## src/hdl/trf_pkg.sv

```systemverilog
// ----------------------------------------------------------------------------
// Touch report frame parser package
// Shared types and constants for the parser, its input stage and its
// result stage.
// ----------------------------------------------------------------------------
package trf_pkg;

    typedef enum logic [3:0] {
        PH_HUNT,
        PH_TYPE,
        PH_XH,
        PH_XL,
        PH_YH,
        PH_YL,
        PH_E1,
        PH_E2,
        PH_E3,
        PH_E4
    } phase_t;

    typedef enum logic [1:0] {
        EV_PRESS,
        EV_RELEASE,
        EV_POLL_TOUCH,
        EV_POLL_NONE
    } event_kind_t;

    localparam logic [2:0] MODE_POLLED      = 3'd1;
    localparam logic [2:0] MODE_PRESS       = 3'd2;
    localparam logic [2:0] MODE_RELEASE     = 3'd3;
    localparam logic [2:0] MODE_PERIODIC    = 3'd4;
    localparam logic [2:0] MODE_PRESS_OR_RL = 3'd5;

    localparam logic [7:0] BYTE_START   = 8'hfd;
    localparam logic [7:0] BYTE_END1    = 8'hdd;
    localparam logic [7:0] BYTE_END2    = 8'hcc;
    localparam logic [7:0] BYTE_END3    = 8'hbb;
    localparam logic [7:0] BYTE_END4    = 8'haa;
    localparam logic [7:0] TYPE_PRESS   = 8'h01;
    localparam logic [7:0] TYPE_RELEASE = 8'h03;
    localparam logic [7:0] BYTE_POLL    = 8'hfa;

    typedef struct packed {
        logic [7:0]  rx_byte;
        logic [31:0] now_ms;
    } rx_word_t;

    typedef struct packed {
        event_kind_t event_kind;
        logic        is_touched;
        logic        is_released;
        logic [15:0] frame_x;
        logic [15:0] frame_y;
        logic [15:0] chosen_x;
        logic [15:0] chosen_y;
        logic [31:0] event_time;
    } result_t;

endpackage

```

## src/hdl/trf_in_reg.sv

```systemverilog
// ----------------------------------------------------------------------------
// Touch report input register
// Holds one received word until the parser takes it.
// ----------------------------------------------------------------------------
module trf_in_reg import trf_pkg::*; (
    input  logic        aclk,
    input  logic        aresetn,
    input  logic        s_valid,
    output logic        s_ready,
    input  logic [7:0]  s_rx_byte,
    input  logic [31:0] s_now_ms,
    input  logic        take,
    output logic        word_valid,
    output rx_word_t    word
);

    logic     valid_reg;
    logic     valid_next;
    rx_word_t word_reg;

    assign s_ready    = !valid_reg || take;
    assign word_valid = valid_reg;
    assign word       = word_reg;

    always_comb begin
        if (s_valid && s_ready) begin
            valid_next = 1'b1;
        end else if (take) begin
            valid_next = 1'b0;
        end else begin
            valid_next = valid_reg;
        end
    end

    always_ff @(posedge aclk) begin
        if (!aresetn) begin
            valid_reg <= 1'b0;
        end else begin
            valid_reg <= valid_next;
        end
    end

    always_ff @(posedge aclk) begin
        if (s_valid && s_ready) begin
            word_reg.rx_byte <= s_rx_byte;
            word_reg.now_ms  <= s_now_ms;
        end
    end

endmodule

```

## src/hdl/trf_core.sv

```systemverilog
// ----------------------------------------------------------------------------
// Touch report parser core
// Frame state machine, stored coordinates and times, and the result of
// each word.
// ----------------------------------------------------------------------------
module trf_core import trf_pkg::*; (
    input  logic       aclk,
    input  logic       aresetn,
    input  logic       cfg_write,
    input  logic [2:0] cfg_mode,
    input  logic       word_valid,
    input  rx_word_t   word,
    input  logic       out_free,
    output logic       take,
    output logic       res_valid,
    output result_t    result
);

    phase_t      phase_reg, phase_next;
    logic [2:0]  mode_reg;
    logic [7:0]  frame_type_reg, frame_type_next;
    logic [15:0] x_hold_reg, x_hold_next;
    logic [15:0] y_hold_reg, y_hold_next;
    logic [15:0] press_x_reg, press_x_next;
    logic [15:0] press_y_reg, press_y_next;
    logic [31:0] press_time_reg, press_time_next;
    logic [15:0] release_x_reg, release_x_next;
    logic [15:0] release_y_reg, release_y_next;
    logic [31:0] release_time_reg, release_time_next;
    logic [15:0] poll_x_reg, poll_x_next;
    logic [15:0] poll_y_reg, poll_y_next;
    logic        touched_reg, touched_next;
    logic        released_reg, released_next;
    logic        emit;
    event_kind_t kind;
    logic [15:0] frame_x, frame_y;
    logic [31:0] event_time;
    logic [15:0] chosen_x, chosen_y;
    logic        polled;
    logic [7:0]  b;
    logic [7:0]  end_byte;
    logic [2:0]  mode_clean;

    assign take   = word_valid && out_free;
    assign polled = (mode_reg == MODE_POLLED);
    assign b      = word.rx_byte;
    assign mode_clean = (cfg_mode >= MODE_PRESS && cfg_mode <= MODE_PRESS_OR_RL) ?
                        cfg_mode : MODE_POLLED;

    always_comb begin
        unique case (phase_reg)
            PH_E1:   end_byte = BYTE_END1;
            PH_E2:   end_byte = BYTE_END2;
            default: end_byte = BYTE_END3;
        endcase
    end

    always_comb begin
        unique case (phase_reg)
            PH_HUNT: begin
                if (polled) begin
                    phase_next = (b == BYTE_POLL) ? PH_XH : PH_HUNT;
                end else begin
                    phase_next = (b == BYTE_START) ? PH_TYPE : PH_HUNT;
                end
            end
            PH_TYPE: phase_next = PH_XH;
            PH_XH:   phase_next = PH_XL;
            PH_XL:   phase_next = PH_YH;
            PH_YH:   phase_next = PH_YL;
            PH_YL:   phase_next = polled ? PH_HUNT : PH_E1;
            PH_E1:   phase_next = (b == end_byte) ? PH_E2 : PH_HUNT;
            PH_E2:   phase_next = (b == end_byte) ? PH_E3 : PH_HUNT;
            PH_E3:   phase_next = (b == end_byte) ? PH_E4 : PH_HUNT;
            default: phase_next = PH_HUNT;
        endcase
    end

    always_comb begin
        frame_type_next   = frame_type_reg;
        x_hold_next       = x_hold_reg;
        y_hold_next       = y_hold_reg;
        press_x_next      = press_x_reg;
        press_y_next      = press_y_reg;
        press_time_next   = press_time_reg;
        release_x_next    = release_x_reg;
        release_y_next    = release_y_reg;
        release_time_next = release_time_reg;
        poll_x_next       = poll_x_reg;
        poll_y_next       = poll_y_reg;
        touched_next      = touched_reg;
        released_next     = released_reg;
        emit              = 1'b0;
        kind              = EV_POLL_NONE;
        frame_x           = 16'd0;
        frame_y           = 16'd0;
        event_time        = 32'd0;
        unique case (phase_reg)
            PH_HUNT: begin
                if (polled && b != BYTE_POLL) begin
                    touched_next = 1'b0;
                    emit         = 1'b1;
                end
            end
            PH_TYPE: frame_type_next = b;
            PH_XH:   x_hold_next = {b, 8'h00};
            PH_XL:   x_hold_next = {x_hold_reg[15:8], b};
            PH_YH:   y_hold_next = {b, 8'h00};
            PH_YL: begin
                y_hold_next = {y_hold_reg[15:8], b};
                if (polled) begin
                    poll_x_next  = x_hold_reg;
                    poll_y_next  = {y_hold_reg[15:8], b};
                    touched_next = 1'b1;
                    emit         = 1'b1;
                    kind         = EV_POLL_TOUCH;
                    frame_x      = x_hold_reg;
                    frame_y      = {y_hold_reg[15:8], b};
                end
            end
            PH_E1, PH_E2, PH_E3: begin
                if (b != end_byte) begin
                    touched_next  = 1'b0;
                    released_next = 1'b0;
                end
            end
            PH_E4: begin
                touched_next  = 1'b0;
                released_next = 1'b0;
                if (b == BYTE_END4) begin
                    priority if (frame_type_reg == TYPE_PRESS) begin
                        press_x_next    = x_hold_reg;
                        press_y_next    = y_hold_reg;
                        press_time_next = word.now_ms;
                        touched_next    = 1'b1;
                        emit            = 1'b1;
                        kind            = EV_PRESS;
                        frame_x         = x_hold_reg;
                        frame_y         = y_hold_reg;
                        event_time      = word.now_ms;
                    end else if (frame_type_reg == TYPE_RELEASE) begin
                        release_x_next    = x_hold_reg;
                        release_y_next    = y_hold_reg;
                        release_time_next = word.now_ms;
                        released_next     = 1'b1;
                        emit              = 1'b1;
                        kind              = EV_RELEASE;
                        frame_x           = x_hold_reg;
                        frame_y           = y_hold_reg;
                        event_time        = word.now_ms;
                    end else begin
                        emit = 1'b0;
                    end
                end
            end
            default: begin
                emit = 1'b0;
            end
        endcase
    end

    // The chosen coordinates reflect the stored values after this word.
    always_comb begin
        priority if (mode_reg == MODE_PRESS || mode_reg == MODE_PERIODIC) begin
            chosen_x = press_x_next;
            chosen_y = press_y_next;
        end else if (mode_reg == MODE_RELEASE) begin
            chosen_x = release_x_next;
            chosen_y = release_y_next;
        end else if (mode_reg == MODE_PRESS_OR_RL) begin
            if (press_time_next > release_time_next) begin
                chosen_x = press_x_next;
                chosen_y = press_y_next;
            end else begin
                chosen_x = release_x_next;
                chosen_y = release_y_next;
            end
        end else begin
            chosen_x = poll_x_next;
            chosen_y = poll_y_next;
        end
    end

    assign res_valid          = take && emit;
    assign result.event_kind  = kind;
    assign result.is_touched  = touched_next;
    assign result.is_released = released_next;
    assign result.frame_x     = frame_x;
    assign result.frame_y     = frame_y;
    assign result.chosen_x    = chosen_x;
    assign result.chosen_y    = chosen_y;
    assign result.event_time  = event_time;

    always_ff @(posedge aclk) begin
        if (!aresetn) begin
            phase_reg        <= PH_HUNT;
            mode_reg         <= MODE_POLLED;
            frame_type_reg   <= 8'd0;
            x_hold_reg       <= 16'd0;
            y_hold_reg       <= 16'd0;
            press_x_reg      <= 16'd0;
            press_y_reg      <= 16'd0;
            press_time_reg   <= 32'd0;
            release_x_reg    <= 16'd0;
            release_y_reg    <= 16'd0;
            release_time_reg <= 32'd0;
            poll_x_reg       <= 16'd0;
            poll_y_reg       <= 16'd0;
            touched_reg      <= 1'b0;
            released_reg     <= 1'b0;
        end else if (cfg_write) begin
            mode_reg  <= mode_clean;
            phase_reg <= PH_HUNT;
        end else if (take) begin
            phase_reg        <= phase_next;
            frame_type_reg   <= frame_type_next;
            x_hold_reg       <= x_hold_next;
            y_hold_reg       <= y_hold_next;
            press_x_reg      <= press_x_next;
            press_y_reg      <= press_y_next;
            press_time_reg   <= press_time_next;
            release_x_reg    <= release_x_next;
            release_y_reg    <= release_y_next;
            release_time_reg <= release_time_next;
            poll_x_reg       <= poll_x_next;
            poll_y_reg       <= poll_y_next;
            touched_reg      <= touched_next;
            released_reg     <= released_next;
        end
    end

endmodule

```

## src/hdl/trf_out_reg.sv

```systemverilog
// ----------------------------------------------------------------------------
// Touch report result register
// Holds one result word until the downstream side takes it.
// ----------------------------------------------------------------------------
module trf_out_reg import trf_pkg::*; (
    input  logic    aclk,
    input  logic    aresetn,
    input  logic    take,
    input  logic    res_valid,
    input  result_t result,
    output logic    out_free,
    output logic    m_valid,
    input  logic    m_ready,
    output result_t m_result
);

    logic    valid_reg;
    logic    valid_next;
    result_t result_reg;

    assign out_free = !valid_reg || m_ready;
    assign m_valid  = valid_reg;
    assign m_result = result_reg;

    always_comb begin
        if (out_free) begin
            valid_next = take && res_valid;
        end else begin
            valid_next = valid_reg;
        end
    end

    always_ff @(posedge aclk) begin
        if (!aresetn) begin
            valid_reg <= 1'b0;
        end else begin
            valid_reg <= valid_next;
        end
    end

    always_ff @(posedge aclk) begin
        if (out_free && take && res_valid) begin
            result_reg <= result;
        end
    end

endmodule

```

## src/hdl/touch_report_frame_parser.sv

```systemverilog
// ----------------------------------------------------------------------------
// Touch report frame parser
// Parses report frames from a touch display link, one byte word per cycle when not stalled,
// and returns a result word for each press, release or polled report.
//
// Channel   Direction  Ports                            Word
// s_        in         s_valid s_ready                  rx_byte, now_ms
// m_        out        m_valid m_ready                  one report result
// cfg_      in         cfg_valid cfg_ready              touch_mode
//
// Each byte word waits in the input register while the parser works on it,
// and its result word, if any, is then held in the result register; one
// word can be accepted every cycle while the result register is free. A
// stalled result word stays in the result register and stalls the parser and
// then the input register. Reset is synchronous and active low; it selects
// polled mode and clears all stored coordinates.
// ----------------------------------------------------------------------------
module touch_report_frame_parser import trf_pkg::*; (
    input  logic        aclk,
    input  logic        aresetn,
    input  logic        cfg_valid,
    output logic        cfg_ready,
    input  logic [2:0]  cfg_touch_mode,
    input  logic        s_valid,
    output logic        s_ready,
    input  logic [7:0]  s_rx_byte,
    input  logic [31:0] s_now_ms,
    output logic        m_valid,
    input  logic        m_ready,
    output logic [1:0]  m_event_kind,
    output logic        m_is_touched,
    output logic        m_is_released,
    output logic [15:0] m_frame_x,
    output logic [15:0] m_frame_y,
    output logic [15:0] m_chosen_x,
    output logic [15:0] m_chosen_y,
    output logic [31:0] m_event_time
);

    logic     take;
    logic     word_valid;
    rx_word_t word;
    logic     out_free;
    logic     res_valid;
    result_t  result;
    result_t  m_result;

    assign cfg_ready = 1'b1;

    trf_in_reg u_in_reg (
        .aclk       (aclk),
        .aresetn    (aresetn),
        .s_valid    (s_valid),
        .s_ready    (s_ready),
        .s_rx_byte  (s_rx_byte),
        .s_now_ms   (s_now_ms),
        .take       (take),
        .word_valid (word_valid),
        .word       (word)
    );

    trf_core u_core (
        .aclk       (aclk),
        .aresetn    (aresetn),
        .cfg_write  (cfg_valid && cfg_ready),
        .cfg_mode   (cfg_touch_mode),
        .word_valid (word_valid),
        .word       (word),
        .out_free   (out_free),
        .take       (take),
        .res_valid  (res_valid),
        .result     (result)
    );

    trf_out_reg u_out_reg (
        .aclk      (aclk),
        .aresetn   (aresetn),
        .take      (take),
        .res_valid (res_valid),
        .result    (result),
        .out_free  (out_free),
        .m_valid   (m_valid),
        .m_ready   (m_ready),
        .m_result  (m_result)
    );

    assign m_event_kind  = m_result.event_kind;
    assign m_is_touched  = m_result.is_touched;
    assign m_is_released = m_result.is_released;
    assign m_frame_x     = m_result.frame_x;
    assign m_frame_y     = m_result.frame_y;
    assign m_chosen_x    = m_result.chosen_x;
    assign m_chosen_y    = m_result.chosen_y;
    assign m_event_time  = m_result.event_time;

endmodule
```

## config.mk

```make
export PLATFORM = sky130hd
export DESIGN_NAME = touch_report_frame_parser
export DESIGN_NICKNAME = d
export VERILOG_FILES = /design/src/hdl/trf_pkg.sv /design/src/hdl/trf_in_reg.sv /design/src/hdl/trf_core.sv /design/src/hdl/trf_out_reg.sv /design/src/hdl/touch_report_frame_parser.sv
export SDC_FILE = /design/constraint.sdc
export NUM_CORES = 1
export LEC_CHECK = 0
export BUFFER_PORTS_ARGS = -buffer_cell sky130_fd_sc_hd__buf_4
export CORE_MARGIN = 4
export CORE_UTILIZATION = 40
export DETAILED_ROUTE_END_ITERATION = 10
export PLACE_DENSITY = 0.63
export SYNTH_ARGS = -nofsm -noshare
export SYNTH_HDL_FRONTEND = slang
export SYNTH_SLANG_ARGS = --single-unit
```

## constraint.sdc

```tcl
create_clock -name aclk -period 11.85 [get_ports aclk]
set_input_delay 0.5925 -clock aclk [delete_from_list [all_inputs] [get_ports aclk]]
set_output_delay 0.5925 -clock aclk [all_outputs]
set_load 0.05 [all_outputs]
```

==> out/results.ini, run 1 <==
[cts]
clockBufferDepth=3
tritoncts=built
htreeDepth=2
clk_latency_ps=560
post_cts_buffers=0
hold_buffers=0
cts.sinks=351
cts_resized=0
ctsRootBufferMaster=clkbuf_16
clk_pin_slew_worst_paths_ps=60
cts_made_buffers=41

[setup_path]
critPathLaunchType=flop
rr_startpoint=u_core.phase_reg[3]$_SDFFE_PP0P_
worstReg2RegEnd=u_out_reg.m_result[63]$_DFFE_PP_
critical_path_class=reg -> reg
r2r_setup_slack_ps=5520
required_ps=12200
critPathMaxFanout=64
rr_worst_depth=13
crit_path_end_kind=flop
worstPathArrival_ps=6690

[placed_design]
portBuffers=149
hpwl_um=29500
globalplace.congestion=0.824
dpl.cell_count=2320

[synthesis]
synth_warnings=0
syn-num-nets=1834
synth.cell_area_um2=17200
seq_area_frac_synth=0.489
yosysTopAreaCellShare=0.245
ys_types=60
synth_edf_count=140
synth_flop_cell=dfxtp_1
synth_area_leaders=dfxtp_1 25%, edfxtp_1 24%, mux2i_1 7.9%
syn_avg_cell_area_um2=9.82
async_reset_ff_frac=0
synth_top_area_cell=dfxtp_1
netlist_instances=1754
yosys_register_bits=351

[timing]
maxSlewHeadroom=0.204
period_share=0.534
max_freq_mhz=158
tightestPinTransition_ps=1190
drv_slew=0
finalSetupViolations=0
tns_ps=0
fin_skew_ps=21.8
min_period_ps=6330
hold_violations=0
rsz0062_at_grt=no

[grt]
grt_pass1_wl_um=76900
grt_max_degree=87
grt-ovfl-total=0
grt_use_total=0.205
grt_pass1_vias=13300
antenna_found_initial=0

[pwr]
power_leakage_uw=0.00811
peakVddDrop_mv=0.111
power_uw=2750
pwr-share-comb=0.077
p_sw_uw=665
power_frac_clock=0.448
p_int_uw=2080
switching_share=0.242
p_seq_frac=0.474
power.density_nw_per_um2=138

[floorplan]
start_util=0.408
io_pins=151
die-area_um2=46500
core_area_um2=42200
rows=75
die_w_um=216
fp.dieH_um=216

[route]
postRouteAntennaNets=0
dr_wl_met3_um=3200
wire_per_inst_um=20.5
num_vias=13800
wl_met2_um=23000
highest-signal-layer=met4
viasPerCell=5.78
wl_um=49200
wl_met1_um=21500
first_pass_iters=5
drc=0
drt_iter0_markers=1125

[status]
outcome=completed

[final_layout]
syn2layout_area_growth_pct=15.9
fin_cells=2395
largest_register_ffs=100
fillers=3965
fin_nets=1904
diodes=0
drive_gt1_frac=0.159

[flow_run]
drv_cap=0

[hold_path]
holdPathStages=1
hold_end=u_in_reg.word[1]$_DFFE_PP_
min_path_type=in -> reg
min-delay-start=s_now_ms[1]

-- power by group through the flow --
stage / Combinational, µW / Sequential (µW) / Clock (µW)
floorplan: 122 / 1350 / 0
global placement: 206 / 1330 / 0
detailed placement: 211 / 1330 / 0
CTS: 212 / 1300 / 1270
global route: 229 / 1310 / 1310
finish: 213 / 1300 / 1230
-- worst max-delay path, cell delays in order, from the launching register on --
cell and delay (ps):
dfxtp_1 680, nand3_1 320, nor4_4 960, buf_4 630
buf_4 490, mux2_2 400, ha_1 330, nand4_1 150
or4_1 610, a41oi_1 240, o21ba_2 160, buf_4 640
nor4b_1 140, a311oi_1 280
-- layer usage --
layer / track usage / vias to the layer above
met5: 0 / -
met4: 0.0741 / 0
met3: 0.0322 / 87
met2: 0.334 / 493
met1: 0.276 / 6773
li1: - / 6483
-- synth_stat cells (4+ instances only) --
cell	n
clkbuf_1	109
o21ai_0	71
o211a_1	64
ha_1	32
nand3_1	55
nor4b_1	25
o21ai_1	22
a21oi_1	116
and2_1	34
inv_1	5
nor2b_1	37
nand2_1	328
edfxtp_1	140
nand3b_1	4
nor4b_2	8
nor2_1	43
buf_6	7
dfxtp_1	211
nand2b_1	11
nand4_1	8
a221oi_1	4
a311oi_1	32
buf_1	9
buf_2	21
a21boi_1	36
mux2_2	32
nor3_1	8
mux2i_1	136
a21boi_0	96
-- worst max-delay path by stage --
stage | start | slack, ps | to | depth (start not counted)
floorplan | u_core.phase_reg[1]$_SDFFE_PP0P_ | 180 | u_out_reg.m_result[0]$_SDFFCE_PN0P_ | 5
global placement | u_core.phase_reg[3]$_SDFFE_PP0P_ | 5950 | u_out_reg.m_result[38]$_DFFE_PP_ | 13
detailed placement | u_core.phase_reg[3]$_SDFFE_PP0P_ | 5650 | u_out_reg.m_result[51]$_DFFE_PP_ | 13
CTS | u_core.phase_reg[3]$_SDFFE_PP0P_ | 5630 | u_out_reg.m_result[50]$_DFFE_PP_ | 13
global route | u_core.phase_reg[3]$_SDFFE_PP0P_ | 5140 | u_out_reg.m_result[51]$_DFFE_PP_ | 13
finish | u_core.phase_reg[3]$_SDFFE_PP0P_ | 5520 | u_out_reg.m_result[63]$_DFFE_PP_ | 13
-- through the flow --
| stage | util | instance area [µm²] | hold slack (ps) | setup WS [ps] |
|---|---|---|---|---|
| finish | 0.473 | 20000 | 209 | 5520 |
| global placement | 0.442 | 18700 | 436 | 5950 |
| floorplan | - | 17200 | 430 | 184 |
| detailed placement | 0.442 | 18700 | 442 | 5650 |
| CTS | 0.473 | 20000 | 180 | 5630 |
| global route | 0.473 | 20000 | 185 | 5140 |
-- placed cells by master, fill, tap and decap left out, types with 3 or more instances in the layout --
master,count
nand3_1,55
a21boi_1,36
and4_1,3
nor4b_2,8
mux2_2,32
dfxtp_1,211
o21ai_0,71
o21ai_1,22
nor3_1,6
nor2_1,40
ha_1,32
nor2_4,3
clkbuf_16,43
mux2i_1,136
a21oi_1,115
and2_1,33
buf_4,176
nand4_1,8
nand3b_1,4
o211a_1,64
nand2b_1,9
edfxtp_1,140
a21boi_0,96
a221oi_1,4
inv_1,5
nand2_1,328
nor4b_1,25
clkbuf_8,3
clkinv_1,9
nor2b_1,37
clkbuf_1,8
a311oi_1,32
clkinv_2,7
-- final cells by class --
class	instances	area [µm²]	share of cell area
clock buffers	54	1150	0.0575
clock inverters	21	160	0.00802
inverters	6	22.5	0.00113
multi-input cells	1248	8210	0.411
flip-flops and latches	351	8430	0.422
well taps	539	674	0.0338
repair buffers	176	1320	0.0662
-- kinds of logic (layout without fill, tap and decap cells) --
logic type,count (synthesis),after routing,share of synthesized area
buf+inv,155,257,0.0390
fa+ha+maj,32,32,0.0232
compound gates,459,459,0.182
xor+xnor,1,1,0.000508
simple gates,587,587,0.166
mux,168,168,0.0999
flops,351,351,0.489
other cells,1,1,0.000218
No activity file was read; power rests on OpenSTA's default activity.
==> inputs of run 2 (changes only) <==
Settings changed: PLACE_DENSITY 0.63 to 0.61.
Clock period 11.85 ns to 6.1 ns, I/O delays scaled along.
==> out/results.ini, run 2 (same netlist as run 1, synthesis figures left out) <==
[status]
outcome=completed

[timing]
finalSetupViolations=0  ; unchanged
drv_slew=0  ; unchanged
maxSlewHeadroom=0.235  ; +0.0315
min_period_ps=5220  ; -1110 ps
hold-worst-slack_ps=39.5  ; -170 ps
tns_ps=0  ; unchanged
fin_skew_ps=11.4  ; -10.4 ps
tightestPinTransition_ps=1150  ; -46.0 ps
hold_violations=0  ; unchanged
rsz0062_at_grt=no
max_freq_mhz=192  ; +21%
period_share=0.855  ; +0.321

[final_layout]
drive_gt1_frac=0.155  ; -0.00458
largest_register_ffs=100  ; unchanged
final_common_cell=nand2_1
syn2layout_area_growth_pct=18.1
fin_cells=2437  ; +1.8%
layout_common_cells=328 x nand2_1, 211 x dfxtp_1, 176 x buf_4, 140 x edfxtp_1, 136 x mux2i_1
design_area_um2=20300  ; +1.9%
fin_nets=1946  ; +2.2%
fillers=3896  ; -1.7%
seq_area_um2=8430  ; unchanged
multi_input_area_um2=8220  ; about the same
diodes=0  ; unchanged

[grt]
grt_use_total=0.203  ; -0.00159
grt_max_degree=96  ; +10%
grt.busiest_layer=met2
grt-ovfl-total=0  ; unchanged
antenna_found_initial=0  ; unchanged
gr-usage-met3=0.0402  ; +0.00802
grt_pass1_vias=13700  ; +3.0%
grt_util_met1=0.275  ; -0.00176
grtUsageMet2=0.338  ; +0.00349
grt_pass1_wl_um=76700  ; -0.20%

[pwr]
peakVddDrop_mv=0.170  ; +53%
power.density_nw_per_um2=258  ; +87%
power_uw=5240  ; +91%
power_leakage_uw=0.00827  ; +1.9%

[cts]
htreeDepth=2  ; unchanged
tritoncts=built
post_cts_buffers=0  ; unchanged
clockBufferDepth=3  ; unchanged
cts_made_buffers=40  ; -2.4%
clk_latency_ps=560  ; about the same
ctsRootBufferMaster=clkbuf_16
clk_pin_slew_worst_paths_ps=60  ; about the same
cts.sinks=351  ; unchanged

[placed_design]
dpl.cell_count=2322  ; +0.086%
globalplace.congestion=0.861  ; +4.5%
portBuffers=149  ; unchanged
placed_cell_area_um2=18700  ; +0.25%
hpwl_um=29800  ; +1.2%

[setup_path]
rr_startpoint=u_core.phase_reg[3]$_SDFFE_PP0P_
required_ps=6460  ; -5740 ps
critPathMaxFanout=36  ; -44%
r2r_setup_slack_ps=880  ; -4640 ps
critPathLaunchType=flop
worst-path-buf-inv=2  ; -1
crit_path_end_kind=flop
path_common_cell=nand3_1
crit_start=u_core.phase_reg[3]$_SDFFE_PP0P_
cp_num_cells=13  ; unchanged
worstReg2RegEnd=u_out_reg.m_result[49]$_DFFE_PP_
worstPathArrival_ps=5580  ; -1110 ps
path_delay_family=simple AND/OR/NAND/NOR gates
critical_path_class=reg -> reg
cp-endpoint=u_out_reg.m_result[49]$_DFFE_PP_
critPathSlowestCell=or4_4
max_stage_delay_ps=870  ; -90 ps
path_cells=nand3_1 -> or4_4 -> buf_4 -> mux2i_1 -> ha_1 -> and4_1 -> nand3_1 -> a21o_1 -> a41oi_1 -> o21ba_2 -> buf_12 -> nor4b_1 -> a311oi_1
rr_worst_depth=13  ; unchanged

[floorplan]
rows=75  ; unchanged
io_pins=151  ; unchanged
core_area_um2=42200  ; unchanged
fp.dieH_um=216  ; unchanged
die-area_um2=46500  ; unchanged
start_util=0.408  ; unchanged
die_w_um=216  ; unchanged

[route]
drc=0  ; unchanged
num_vias=13800  ; -0.38%
viasPerCell=5.66  ; -2.1%
wl_um=48200  ; -2.1%
wire_per_inst_um=19.8  ; -3.8%
postRouteAntennaNets=0  ; unchanged
first_pass_iters=5  ; unchanged
drt_iter0_markers=1124  ; -0.089%

[hold_path]
min_path_type=in -> reg
min-delay-start=cfg_touch_mode[0]

[flow_run]
drv_cap=0  ; unchanged

==> run 2: cell count changes in the layout (fill, tap and decap cells not counted), sizes merged <==
cell,previous run,this run
clkinv,17,13
clkbuf,54,59
dlygate4sd3,0,41
buf,176,178
clkinvlp,2,0
bufinv,2,0
inv,6,8
==> run 2: routing by layer <==
metal / vias to the layer above / routed length (µm)
met1: 6718 / 21600
li1: 6582 / -
met4: 0 / 913
met3: 71 / 3110
met2: 413 / 22600
met5: - / 0
==> run 2: how the worst min path moves through the flow <==
stage / end / slack (ps) / cells after the start
floorplan: u_in_reg.word[0]$_DFFE_PP_ / 400 / 0
global placement: u_core.release_x_reg[7]$_SDFFE_PN0P_ / 440 / 2
detailed placement: u_core.release_time_reg[0]$_SDFFE_PN0P_ / 440 / 2
CTS: u_core.mode_reg[0]$_SDFFE_PN1P_ / 20 / 3
global route: u_core.mode_reg[0]$_SDFFE_PN1P_ / 40 / 3
finish: u_core.mode_reg[0]$_SDFFE_PN1P_ / 40 / 3
==> run 2: timing repair <==
item	in CTS	in global routing
hold buffers	41	0
endpoints found under the hold margin	41	0
gates resized for setup	0	0
==> run 2: layout make-up <==
type	instances	area share
Tap cell	539	0.0332
Timing Repair Buffer	219	0.0871
Inverter	6	0.00111
Clock buffer	59	0.0557
Sequential cell	351	0.414
Multi-Input combinational cell	1248	0.404
Clock inverter	15	0.00480
==> run 2: worst register-to-register path, cell delays in order (launching register included) <==
cell and delay [ps]:
dfxtp_1 690, nand3_1 310, or4_4 870, buf_4 420
mux2i_1 200, ha_1 330, and4_1 200, nand3_1 110
a21o_1 180, a41oi_1 210, o21ba_2 810, buf_12 300
nor4b_1 90, a311oi_1 300
==> run 2: stage by stage <==
step | setup WS [ps] | util
finish | 882 | 0.482
global route | 553 | 0.482
CTS | 890 | 0.482
detailed placement | 896 | 0.443
global placement | 1180 | 0.443
floorplan | 1050 | -
==> run 2: where the power goes <==
group          internal [µW]  switching [µW]  leakage, µW
combinational            161             270      0.00451
sequential              2500            38.1      0.00316
clock                   1290             981     0.000605
